[config.mk]
export PLATFORM = sky130hd
export DESIGN_NAME = quadrature_angle_counter_wrap_top_flat
export DESIGN_NICKNAME = d
export VERILOG_FILES = /design/src/rtl/qacw_pkg.sv /design/src/rtl/qacw_ifs.sv /design/src/rtl/qacw_cfg.sv /design/src/rtl/qacw_in_reg.sv /design/src/rtl/qacw_step.sv /design/src/rtl/quadrature_angle_counter_wrap_top.sv /design/src/flat_wrapper.sv
export SDC_FILE = /design/constraint.sdc
export NUM_CORES = 1
export LEC_CHECK = 0
export BUFFER_PORTS_ARGS = -buffer_cell sky130_fd_sc_hd__buf_2
export CORE_ASPECT_RATIO = 0.6
export CORE_UTILIZATION = 58
export DETAILED_ROUTE_END_ITERATION = 16
export MAX_ROUTING_LAYER = met4
export PLACE_DENSITY_LB_ADDON = 0.3
export SLEW_MARGIN = 20
export SYNTH_ARGS = -nofsm -noshare
export SYNTH_HDL_FRONTEND = slang
export SYNTH_SLANG_ARGS = --single-unit
[constraint.sdc]
create_clock -name clk -period 7.2 [get_ports clk]
set_input_delay 0.72 -clock clk [delete_from_list [all_inputs] [get_ports clk]]
set_output_delay 0.72 -clock clk [all_outputs]
set_load 0.02 [all_outputs]
[src/rtl/qacw_pkg.sv]
// ----------------------------------------------------------------------------
// qacw_pkg
// Shared types and constants for the wrapping quadrature angle counter.
// ----------------------------------------------------------------------------
package qacw_pkg;

	localparam int POS_WIDTH_DEF = 16;
	localparam int UPPER_RESET   = 719;
	localparam int LOWER_RESET   = -719;

	// Configuration register index; two codes spare so stray writes are dropped
	localparam int CFG_IDX_W = 2;
	typedef enum logic [CFG_IDX_W-1:0] {
		REG_UPPER_LIMIT = 2'd0,
		REG_LOWER_LIMIT = 2'd1
	} cfg_reg_t;

	typedef enum logic {
		ACT_SAMPLE = 1'b0,
		ACT_LOAD   = 1'b1
	} action_t;

	typedef enum logic {
		DIR_CW  = 1'b0,
		DIR_CCW = 1'b1
	} dir_t;

	// Control part of the registered input item
	typedef struct packed {
		logic valid;
		logic action;
		logic chan_a;
		logic chan_b;
	} smp_ctl_t;

endpackage

[src/rtl/qacw_ifs.sv]
// ----------------------------------------------------------------------------
// qacw interfaces
// Sample, result and configuration channels, valid/ready handshake.
// ----------------------------------------------------------------------------
interface qacw_sample_if #(
	parameter int W = 16
);
	logic                valid;
	logic                ready;
	logic                action;
	logic                chan_a;
	logic                chan_b;
	logic signed [W-1:0] load_value;

	modport source (output valid, action, chan_a, chan_b, load_value, input ready);
	modport sink   (input valid, action, chan_a, chan_b, load_value, output ready);
endinterface

interface qacw_result_if #(
	parameter int W = 16
);
	logic                valid;
	logic                ready;
	logic signed [W-1:0] position;
	logic                turn_dir;
	logic                moved;
	logic                bad_step;

	modport source (output valid, position, turn_dir, moved, bad_step, input ready);
	modport sink   (input valid, position, turn_dir, moved, bad_step, output ready);
endinterface

interface qacw_cfg_if #(
	parameter int W     = 16,
	parameter int IDX_W = 2
);
	logic                valid;
	logic                ready;
	logic [IDX_W-1:0]    index;
	logic signed [W-1:0] data;

	modport source (output valid, index, data, input ready);
	modport sink   (input valid, index, data, output ready);
endinterface

[src/rtl/qacw_cfg.sv]
// ----------------------------------------------------------------------------
// qacw_cfg
// Limit registers, written through the configuration channel.
// ----------------------------------------------------------------------------
module qacw_cfg #(
	parameter int W = qacw_pkg::POS_WIDTH_DEF
) (
	input  logic                clk,
	input  logic                arst_n,
	qacw_cfg_if.sink            cfg,
	output logic signed [W-1:0] upper_limit,
	output logic signed [W-1:0] lower_limit
);
	import qacw_pkg::*;

	localparam logic signed [W-1:0] UP_RST = W'(UPPER_RESET);
	localparam logic signed [W-1:0] LO_RST = W'(LOWER_RESET);

	logic signed [W-1:0] upper_q;
	logic signed [W-1:0] lower_q;

	assign cfg.ready = 1'b1;

	always_ff @(posedge clk or negedge arst_n) begin
		if (!arst_n) begin
			upper_q <= UP_RST;
			lower_q <= LO_RST;
		end else if (cfg.valid) begin
			unique case (cfg.index)
				REG_UPPER_LIMIT: upper_q <= cfg.data;
				REG_LOWER_LIMIT: lower_q <= cfg.data;
				default: ;
			endcase
		end
	end

	assign upper_limit = upper_q;
	assign lower_limit = lower_q;

endmodule

[src/rtl/qacw_in_reg.sv]
// ----------------------------------------------------------------------------
// qacw_in_reg
// Input register stage for sample/load items.
// ----------------------------------------------------------------------------
module qacw_in_reg #(
	parameter int W = qacw_pkg::POS_WIDTH_DEF
) (
	input  logic                 clk,
	input  logic                 arst_n,
	qacw_sample_if.sink          samples,
	input  logic                 adv,
	output qacw_pkg::smp_ctl_t   ctl_s1,
	output logic signed [W-1:0]  load_value_s1
);
	import qacw_pkg::*;

	smp_ctl_t ctl_q;
	logic     take;

	// stage frees up when its item moves on this cycle
	assign samples.ready = !ctl_q.valid || adv;
	assign take          = samples.valid && samples.ready;

	always_ff @(posedge clk or negedge arst_n) begin
		if (!arst_n) begin
			ctl_q <= '0;
		end else if (take) begin
			ctl_q.valid  <= 1'b1;
			ctl_q.action <= samples.action;
			ctl_q.chan_a <= samples.chan_a;
			ctl_q.chan_b <= samples.chan_b;
		end else if (adv) begin
			ctl_q.valid <= 1'b0;
		end
	end

	always_ff @(posedge clk) begin
		if (take) begin
			load_value_s1 <= samples.load_value;
		end
	end

	assign ctl_s1 = ctl_q;

endmodule

[src/rtl/qacw_step.sv]
// ----------------------------------------------------------------------------
// qacw_step
// Edge decode, counter state with wrap, and result register.
// ----------------------------------------------------------------------------
module qacw_step #(
	parameter int W = qacw_pkg::POS_WIDTH_DEF
) (
	input  logic                clk,
	input  logic                arst_n,
	input  qacw_pkg::smp_ctl_t  ctl_s1,
	input  logic signed [W-1:0] load_value_s1,
	input  logic signed [W-1:0] upper_limit,
	input  logic signed [W-1:0] lower_limit,
	output logic                adv,
	qacw_result_if.source       results
);
	import qacw_pkg::*;

	localparam logic signed [W-1:0] CNT_RST = W'(LOWER_RESET);

	logic                last_a_q;
	logic                last_b_q;
	logic signed [W-1:0] count_q;
	logic                dir_q;

	logic                res_valid_q;
	logic signed [W-1:0] res_pos_q;
	logic                res_dir_q;
	logic                res_moved_q;
	logic                res_bad_q;

	logic                proc;
	logic                ch_a;
	logic                ch_b;
	logic                step;
	logic                bad;
	logic                dir_nx;
	logic signed [W:0]   sum;
	logic signed [W:0]   wrap_hi;
	logic signed [W-1:0] count_nx;
	logic                is_load;

	assign adv     = !res_valid_q || results.ready;
	assign proc    = ctl_s1.valid && adv;
	assign is_load = (ctl_s1.action == ACT_LOAD);

	assign ch_a = ctl_s1.chan_a != last_a_q;
	assign ch_b = ctl_s1.chan_b != last_b_q;
	assign bad  = !is_load && ch_a && ch_b;
	assign step = !is_load && (ch_a ^ ch_b);

	always_comb begin
		dir_nx = dir_q;
		if (step) begin
			if (ch_a) begin
				dir_nx = (ctl_s1.chan_a == ctl_s1.chan_b) ? DIR_CCW : DIR_CW;
			end else begin
				dir_nx = (ctl_s1.chan_a != ctl_s1.chan_b) ? DIR_CCW : DIR_CW;
			end
		end
	end

	// one guard bit so a step past the range edge still compares correctly
	always_comb begin
		sum     = (dir_nx == DIR_CCW) ? ({count_q[W-1], count_q} + (W+1)'(1))
		                              : ({count_q[W-1], count_q} - (W+1)'(1));
		wrap_hi = (sum > $signed({upper_limit[W-1], upper_limit}))
		        ? $signed({lower_limit[W-1], lower_limit}) : sum;
		if (is_load) begin
			count_nx = load_value_s1;
		end else if (step) begin
			count_nx = (wrap_hi < $signed({lower_limit[W-1], lower_limit})) ? upper_limit
			                                                                  : wrap_hi[W-1:0];
		end else begin
			count_nx = count_q;
		end
	end

	always_ff @(posedge clk or negedge arst_n) begin
		if (!arst_n) begin
			last_a_q <= 1'b0;
			last_b_q <= 1'b0;
			count_q  <= CNT_RST;
			dir_q    <= DIR_CW;
		end else if (proc) begin
			count_q <= count_nx;
			dir_q   <= dir_nx;
			if (!is_load) begin
				last_a_q <= ctl_s1.chan_a;
				last_b_q <= ctl_s1.chan_b;
			end
		end
	end

	always_ff @(posedge clk or negedge arst_n) begin
		if (!arst_n) begin
			res_valid_q <= 1'b0;
		end else if (adv) begin
			res_valid_q <= ctl_s1.valid;
		end
	end

	always_ff @(posedge clk) begin
		if (proc) begin
			res_pos_q   <= count_nx;
			res_dir_q   <= dir_nx;
			res_moved_q <= step;
			res_bad_q   <= bad;
		end
	end

	assign results.valid    = res_valid_q;
	assign results.position = res_pos_q;
	assign results.turn_dir = res_dir_q;
	assign results.moved    = res_moved_q;
	assign results.bad_step = res_bad_q;

endmodule

[src/rtl/quadrature_angle_counter_wrap_top.sv]
// ----------------------------------------------------------------------------
// quadrature_angle_counter_wrap_top
// Four-times quadrature decoder with a wrapping angle position counter.
// ----------------------------------------------------------------------------
// Each transfer on the sample channel yields exactly one transfer on the
// result channel. The block takes one item per clock cycle while the result
// channel accepts: the item lands in an input register, and the edge decode
// plus the counter update (one add and two limit compares) run from there
// into the result register, and the counter state is updated along with it,
// so the next item sees it without any bubble. A single-channel change
// steps the count by one (CCW up, CW down); past upper_limit the count goes to
// lower_limit, below lower_limit to upper_limit. A change on both channels
// holds the count and raises bad_step. A load item overwrites the position and
// leaves the stored channel levels alone. Limits are written through the cfg
// channel (index 0 upper, 1 lower; other indexes are ignored); cfg is always
// ready and should only be used while no item is in flight.
// ----------------------------------------------------------------------------
module quadrature_angle_counter_wrap_top #(
	parameter int POS_WIDTH = qacw_pkg::POS_WIDTH_DEF
) (
	input  logic           clk,
	input  logic           arst_n,
	qacw_sample_if.sink    samples,
	qacw_result_if.source  results,
	qacw_cfg_if.sink       cfg
);
	import qacw_pkg::*;

	smp_ctl_t                    ctl_s1;
	logic signed [POS_WIDTH-1:0] load_value_s1;
	logic signed [POS_WIDTH-1:0] upper_limit;
	logic signed [POS_WIDTH-1:0] lower_limit;
	logic                        adv;

	// limit registers
	qacw_cfg #(.W(POS_WIDTH)) u_cfg (
		.clk         (clk),
		.arst_n      (arst_n),
		.cfg         (cfg),
		.upper_limit (upper_limit),
		.lower_limit (lower_limit)
	);

	// input register; frees up whenever the result side can move
	qacw_in_reg #(.W(POS_WIDTH)) u_in_reg (
		.clk           (clk),
		.arst_n        (arst_n),
		.samples       (samples),
		.adv           (adv),
		.ctl_s1        (ctl_s1),
		.load_value_s1 (load_value_s1)
	);

	// decode, counter state and result register
	qacw_step #(.W(POS_WIDTH)) u_step (
		.clk           (clk),
		.arst_n        (arst_n),
		.ctl_s1        (ctl_s1),
		.load_value_s1 (load_value_s1),
		.upper_limit   (upper_limit),
		.lower_limit   (lower_limit),
		.adv           (adv),
		.results       (results)
	);

endmodule
[src/flat_wrapper.sv]
// flat-port wrapper written by rule: the top's interface ports become plain ports
module quadrature_angle_counter_wrap_top_flat import qacw_pkg::*;
#(
	parameter int POS_WIDTH = qacw_pkg::POS_WIDTH_DEF
)
  (clk, arst_n, samples_valid, samples_action, samples_chan_a, samples_chan_b, samples_load_value, samples_ready, results_valid, results_position, results_turn_dir, results_moved, results_bad_step, results_ready, cfg_valid, cfg_index, cfg_data, cfg_ready);
  qacw_sample_if samples_i ();
  qacw_result_if results_i ();
  qacw_cfg_if cfg_i ();
  input  logic clk;
  input  logic arst_n;
  input wire logic [$bits(samples_i.valid)-1:0] samples_valid;
  input wire logic [$bits(samples_i.action)-1:0] samples_action;
  input wire logic [$bits(samples_i.chan_a)-1:0] samples_chan_a;
  input wire logic [$bits(samples_i.chan_b)-1:0] samples_chan_b;
  input wire logic [$bits(samples_i.load_value)-1:0] samples_load_value;
  output wire logic [$bits(samples_i.ready)-1:0] samples_ready;
  output wire logic [$bits(results_i.valid)-1:0] results_valid;
  output wire logic [$bits(results_i.position)-1:0] results_position;
  output wire logic [$bits(results_i.turn_dir)-1:0] results_turn_dir;
  output wire logic [$bits(results_i.moved)-1:0] results_moved;
  output wire logic [$bits(results_i.bad_step)-1:0] results_bad_step;
  input wire logic [$bits(results_i.ready)-1:0] results_ready;
  input wire logic [$bits(cfg_i.valid)-1:0] cfg_valid;
  input wire logic [$bits(cfg_i.index)-1:0] cfg_index;
  input wire logic [$bits(cfg_i.data)-1:0] cfg_data;
  output wire logic [$bits(cfg_i.ready)-1:0] cfg_ready;
  assign samples_i.valid = samples_valid;
  assign samples_i.action = samples_action;
  assign samples_i.chan_a = samples_chan_a;
  assign samples_i.chan_b = samples_chan_b;
  assign samples_i.load_value = samples_load_value;
  assign samples_ready = samples_i.ready;
  assign results_valid = results_i.valid;
  assign results_position = results_i.position;
  assign results_turn_dir = results_i.turn_dir;
  assign results_moved = results_i.moved;
  assign results_bad_step = results_i.bad_step;
  assign results_i.ready = results_ready;
  assign cfg_i.valid = cfg_valid;
  assign cfg_i.index = cfg_index;
  assign cfg_i.data = cfg_data;
  assign cfg_ready = cfg_i.ready;
  quadrature_angle_counter_wrap_top #(.POS_WIDTH(POS_WIDTH)) u_core (.clk(clk), .arst_n(arst_n), .samples(samples_i), .results(results_i), .cfg(cfg_i));
endmodule
Word-level counts from Yosys, hierarchy flattened
Index checks and enable logic that the tools add are counted.
{"block": "op_classes", "add_sub_neg": 2, "order_cmp": 2, "eq_ne": 5, "mux": 11, "bitwise_logic": 2, "n_reduce_logical": 15}
{"op": "$mux W16", "count": 3}
{"op": "$mux W17", "count": 2}
{"op": "$add A16 B2 Y17 const B", "count": 1}
{"op": "$gt A17 B16 Y1", "count": 1}
{"op": "$lt A17 B16 Y1", "count": 1}
{"op": "$sub A16 B2 Y17 const B", "count": 1}
{"op": "$mux W1", "count": 6}
{"op": "$reduce_and A2 Y1", "count": 3}
{"op": "$logic_and A1 B1 Y1", "count": 5}
{"op": "$logic_not A1 Y1", "count": 3}
{"op": "$ne A1 B1 Y1", "count": 3}
{"op": "$eq A2 B1 Y1 const B", "count": 1}
{"op": "$logic_not A2 Y1", "count": 1}
{"op": "$logic_or A1 B1 Y1", "count": 2}
{"op": "$reduce_bool A2 Y1", "count": 1}
{"op": "$eq A1 B1 Y1", "count": 1}
{"op": "$not A1 Y1", "count": 1}
{"op": "$xor A1 B1 Y1", "count": 1}
{"block": "totals", "regBits": 91, "inputBits": 42, "out_inout_bits": 22, "wordCells": 53}

Depth between registers and ports, before layout
{"block": "depth", "depth_word": 11, "mapped_depth": 29, "ltp_nobuf": 26}

Modules after synthesis
From an unflattened synthesis, not the netlist that was laid out.
{"block": "unflattened", "cells_unflattened": 517, "hier_area_um2": 5768.0}
{"mod": "qacw_step", "n_inst": 1, "cells_per_inst": 420, "area_per_inst_um2": 3861.2, "seq_area_each_um2": 1083.5}
{"mod": "qacw_cfg", "n_inst": 1, "cells_per_inst": 70, "area_per_inst_um2": 1244.9, "seq_area_each_um2": 822.0}
{"mod": "qacw_in_reg", "n_inst": 1, "cells_per_inst": 27, "area_per_inst_um2": 661.9, "seq_area_each_um2": 580.6}

Worst setup path before layout
No wires, ideal clock.
{"block": "synth_timing", "kind": "reg2reg", "startpoint": "register u_core.u_in_reg.ctl_q (netlist bit u_core.u_in_reg.ctl_s1[1])", "endpoint": "register u_core.u_step.res_pos_q[14] (netlist: u_core.u_step.results.position[14]) (data pin)", "setup_time_ns": 0.270, "arrival_time_ns": 6.113, "required_time_ns": 6.930, "path_slack_ns": 0.817, "path_stages_with_launch": 27, "path_buffers": 2, "period_less_slack_ns": 6.383, "cell_sequence": "dfrtp_1 > xnor2_1 > o211ai_2 > nand2_2 > xnor2_1 > ha_1 > nor2_1 > nand3_2 > or4_1 > a21oi_1 > o21ai_0 > mux2i_1 > ha_1 > nand4_1 > nor3_1 > a221o_1 > o21ai_2 > buf_2 > mux2_2 > ha_1 > nor2b_1 > nand3_1 > or3_1 > a221oi_4 > buf_2 > mux2i_1 > a21oi_1"}
{"block": "synth_between", "elab_chain_len": 11, "word_cells_on_any_way": 16, "cone_classes": "order compare (2); eq/ne (3); mux (9); bitwise (1); reduce/logical (1)"}
{"element": "start: declaration", "line": "qacw_in_reg.sv:17", "text": "smp_ctl_t ctl_q;"}
{"element": "$ne A1 B1 Y1, or another cell as far along", "line": "qacw_step.sv:58", "text": "dir_nx = (ctl_s1.chan_a != ctl_s1.chan_b) ? DIR_CCW : DIR_CW;"}
{"element": "$mux W1, or another cell as far along", "line": "qacw_step.sv:58"}
{"element": "$mux W1 / $logic_and A1 B1 Y1 (equally long branches)", "line": "qacw_step.sv:55, qacw_step.sv:50"}
{"element": "$mux W1 (*)", "line": "qacw_step.sv:54", "text": "if (step) begin"}
{"element": "net u_core.u_step.dir_nx", "line": "qacw_step.sv:37", "text": "logic dir_nx;"}
{"element": "$mux W17 (*)", "line": "qacw_step.sv:65", "text": "sum = (dir_nx == DIR_CCW) ? ({count_q[W-1], count_q} + (W+1)'(1))"}
{"element": "$gt A17 B16 Y1", "line": "qacw_step.sv:67", "text": "wrap_hi = (sum > $signed({upper_limit[W-1], upper_limit}))"}
{"element": "$mux W17 (*)", "line": "qacw_step.sv:68", "text": "? $signed({lower_limit[W-1], lower_limit}) : sum;"}
{"element": "$lt A17 B16 Y1", "line": "qacw_step.sv:72", "text": "count_nx = (wrap_hi < $signed({lower_limit[W-1], lower_limit})) ? upper_limit"}
{"element": "$mux W16 (*)", "line": "qacw_step.sv:72"}
{"element": "$mux W16 (*)", "line": "qacw_step.sv:71", "text": "end else if (step) begin"}
{"element": "$mux W16 (*)", "line": "qacw_step.sv:69", "text": "if (is_load) begin"}
{"element": "net u_core.u_step.count_nx[14]", "line": "qacw_step.sv:40", "text": "logic signed [W-1:0] count_nx;"}
{"element": "end signal: assignment", "line": "qacw_step.sv:105", "text": "res_pos_q <= count_nx;"}
{"element": "end: declaration", "line": "qacw_step.sv:27", "text": "logic signed [W-1:0] res_pos_q;"}
The timed path passes the listed nets; every way through them passes the cells marked *.
A chain may end at the register's enable or synchronous reset.

Final worst setup path
{"block": "layout_timing", "startpoint": "register u_core.u_in_reg.ctl_q (netlist bit u_core.u_in_reg.ctl_s1[1])", "endpoint": "register u_core.u_step.res_pos_q[4] (netlist: u_core.u_step.results.position[4]) (data pin)"}
The elaborated chain is that of the path after synthesis.

==> metrics <==
status=finished clean; top cell type's share of synthesized area=0.1922; synthesized area per cell=10.51 um2; Rows=27; CTS tree=done; Detail Route Antenna Nets=0; initial core utilization=0.5972; wire per inst=21.37 um; sequential-to-total area share from yosys stat=0.4547; Clock Latency Late Sink=0.35 ns; number of iterations in the first detailed-routing pass=6; commonest cells after routing, fill and taps aside=62 x buf_2, 42 x inv_1, 38 x nand2_1; dpl ws=-0.002252 ns; fin crit period=6.972 ns; Multi-input gate area=2724 um2; ANT cells=0; critical path capture point type=flop; Final Wtd Congestion=1.128; Max Fanout on Critical Path=23; global route overflow=0; Port Buf Inserts=just over 60; starting DRC count in detailed routing=637; Synth Flop Type=edfxtp_1; Cell Area, Synth=roughly 5500 um2; clock sinks=a little over 90; CTS Hold Bufs=0; DIE HEIGHT=around 77 um; MaxCap Viol Count=0; storage element area=2486 um2; hold depth=1; Synth area leaders=edfxtp_1 19%, dfrtp_1 13%, dfstp_2 13%; Area growth syn-to-layout=14.37%; number of flops mapped to enable cells by yosys=35; vias in the first global route=approximately 4600; detail-routed via count per cell=6.501; I/O pin cnt=64; die span in x=127.3 um; actual slew at the worst max-slew pin=1.060 ns; final setup vio count=0; CTS clock-pin slew for the worst setup and hold paths=approximately 0.070 ns; RSZ-0062 raised after global routing=false; H-Tree Depth=3; die area=9832 um2; first-pass GRT wire length=roughly 24000 um; Final Skew=0.005574 ns; Slew Viols, Final=0; Max transition margin=0.2924; Hold Vio Cnt, Final=0; Final WS setup=0.2277 ns; Final period util=0.9684; synthesized flop and latch total=91; area leader, netlist=edfxtp_1; Peak Freq=143.4 MHz; syn_nets=around 600; total CTS buffers=9; core area=9155 um2; cells on worst reg2reg path=27; Final Routed Wirelength=15150 um; DP Wirelength=10940 um; post-synthesis cell count=520; fillers=712; crit path kind=reg -> reg; Max Root-Sink Buffers=2; initial antenna violation count=0; CP arrival=7.07 ns; DRC viols=0; routed vias=approximately 4600; total track usage=0.3343; Worst setup SP type=flop; share of layout cells above drive strength 1=0.2988; Yosys warning total=0; maximum number of pins on one net before global-route repair=between 50 and 60; most common cell after layout, fill and taps aside=buf_2; min-delay worst type=reg -> reg; CTS root buffer=clkbuf_16; Crit path required time=7.30 ns; Synth cell types=58; final net count=651; Async S/R FF share, synth=0.6154
## cells in the mapped netlist, types with 2 or more instances
| master | number |
|---|---|
| nand2b_1 | 6 |
| a211oi_1 | 14 |
| and3_1 | 4 |
| xnor2_1 | 14 |
| dfstp_2 | 27 |
| nor2b_1 | 3 |
| buf_4 | 3 |
| o211ai_1 | 5 |
| dfrtp_1 | 29 |
| nand3_1 | 9 |
| nand3b_1 | 2 |
| mux2_2 | 33 |
| nor3_1 | 20 |
| o22a_1 | 7 |
| inv_1 | 42 |
| nand2_1 | 39 |
| clkbuf_1 | 17 |
| o22ai_1 | 23 |
| o21ai_0 | 26 |
| a221oi_1 | 4 |
| o21ai_2 | 2 |
| xor2_1 | 5 |
| a21oi_1 | 24 |
| ha_1 | 35 |
| o221a_2 | 8 |
| mux2i_1 | 18 |
| a31oi_1 | 3 |
| or3_1 | 4 |
| nor2_1 | 17 |
| nand4_1 | 8 |
| buf_2 | 7 |
| nor4_1 | 2 |
| edfxtp_1 | 35 |
## timing repair
action	CTS	global route
cloned	0	0
endpoints found under the setup margin	14	32
pin swaps	0	2
buffers inserted	0	3
resized for setup	2	7
## worst paths after layout
kind | from | end | slack [ns]
max in group asynchronous | arst_n | u_core.u_cfg.lower_limit[2] | 6.17
max reg2reg | u_core.u_in_reg.ctl_s1[1] | u_core.u_step.results.position[4] | 0.23
min in group asynchronous | arst_n | u_core.u_step.results.valid | 0.52
min | u_core.u_in_reg.ctl_s1[3] | u_core.u_step.results.valid | 0.50
max | u_core.u_in_reg.ctl_s1[1] | u_core.u_step.results.position[4] | 0.23
min reg2reg | u_core.u_in_reg.ctl_s1[3] | u_core.u_step.results.valid | 0.50
## area by class of cell
type | instances | area share
tap | 130 | 0.02601
sequential | 91 | 0.3976
clock inverter | 6 | 0.01681
timing repair buffer | 71 | 0.06162
clock buffer | 10 | 0.03661
inverter | 43 | 0.02581
multi-input combinational | 358 | 0.4356
## through the flow
stage	std cells	hold WS (ns)	util	TNS, ns	area, um2
floorplan	520	0.4244	-	0	5468
global placement	690	0.4657	0.6399	0	5858
detailed placement	690	0.4977	0.6399	-0.003867	5858
CTS	706	0.5090	0.6769	0	6197
global route	709	0.5338	0.6831	0	6254
finish	709	0.5037	0.6831	0	6254
## critical path, stage by stage (launching register included)
cell and delay [ns]:
dfrtp_1 0.45, xnor2_2 0.20, o211ai_2 0.24, nand2_2 0.19, xnor2_1 0.19, ha_1 0.26, nor2_2 0.21, nand3_2 0.12
or4_1 0.51, a21oi_1 0.15, o21ai_0 0.10, mux2i_1 0.19, ha_1 0.30, nand4_1 0.21, nor3_1 0.09, a221o_1 0.36
o21ai_2 0.16, buf_4 0.20, mux2_2 0.38, ha_1 0.30, a21oi_1 0.17, o21ai_0 0.19, a221oi_1 0.36, a21oi_1 0.15
a221oi_4 0.24, buf_8 0.26, nand2_2 0.19, o221a_2 0.32
## cell families (layout without fill, tap and decap cells)
family / Yosys count / in the layout / share of synthesized area
AOI/OAI and AO/OA: 128 / 128 / 0.1613
and+or+nand+nor: 123 / 123 / 0.1153
DFF: 91 / 91 / 0.4547
buffers and inverters: 71 / 130 / 0.05377
muxes: 52 / 52 / 0.1037
adders and majority gates: 35 / 35 / 0.08009
xor gates and xnor gates: 19 / 19 / 0.03043
other: 1 / 1 / 0.0006858
## registers in the layout, summed over array words and instances (netlist names)
register and cells:
u_core.u_step.results.position 16, u_core.u_step.results.bad_step 1, u_core.u_step.results.moved 1, u_core.u_step.last_b_q 1, u_core.u_in_reg.ctl_s1 4, u_core.u_step.last_a_q 1
u_core.u_step.dir_q 1, u_core.u_cfg.upper_limit 16, u_core.u_step.results.turn_dir 1, u_core.u_step.count_q 16, u_core.u_cfg.lower_limit 16, u_core.u_in_reg.load_value_s1 16
u_core.u_step.results.valid 1
## routing by layer
layer | share of wire | global-route usage | up-vias
met5 | 0 | - | -
met4 | 0.028 | 0.1107 | 0
met3 | 0.11 | 0.08444 | 55
met2 | 0.44 | 0.4918 | 344
met1 | 0.42 | 0.4512 | 2182
li1 | - | - | 2028
Power is not shown: default switching activity piles up to over one toggle a cycle in this logic, so the estimate is an artifact.
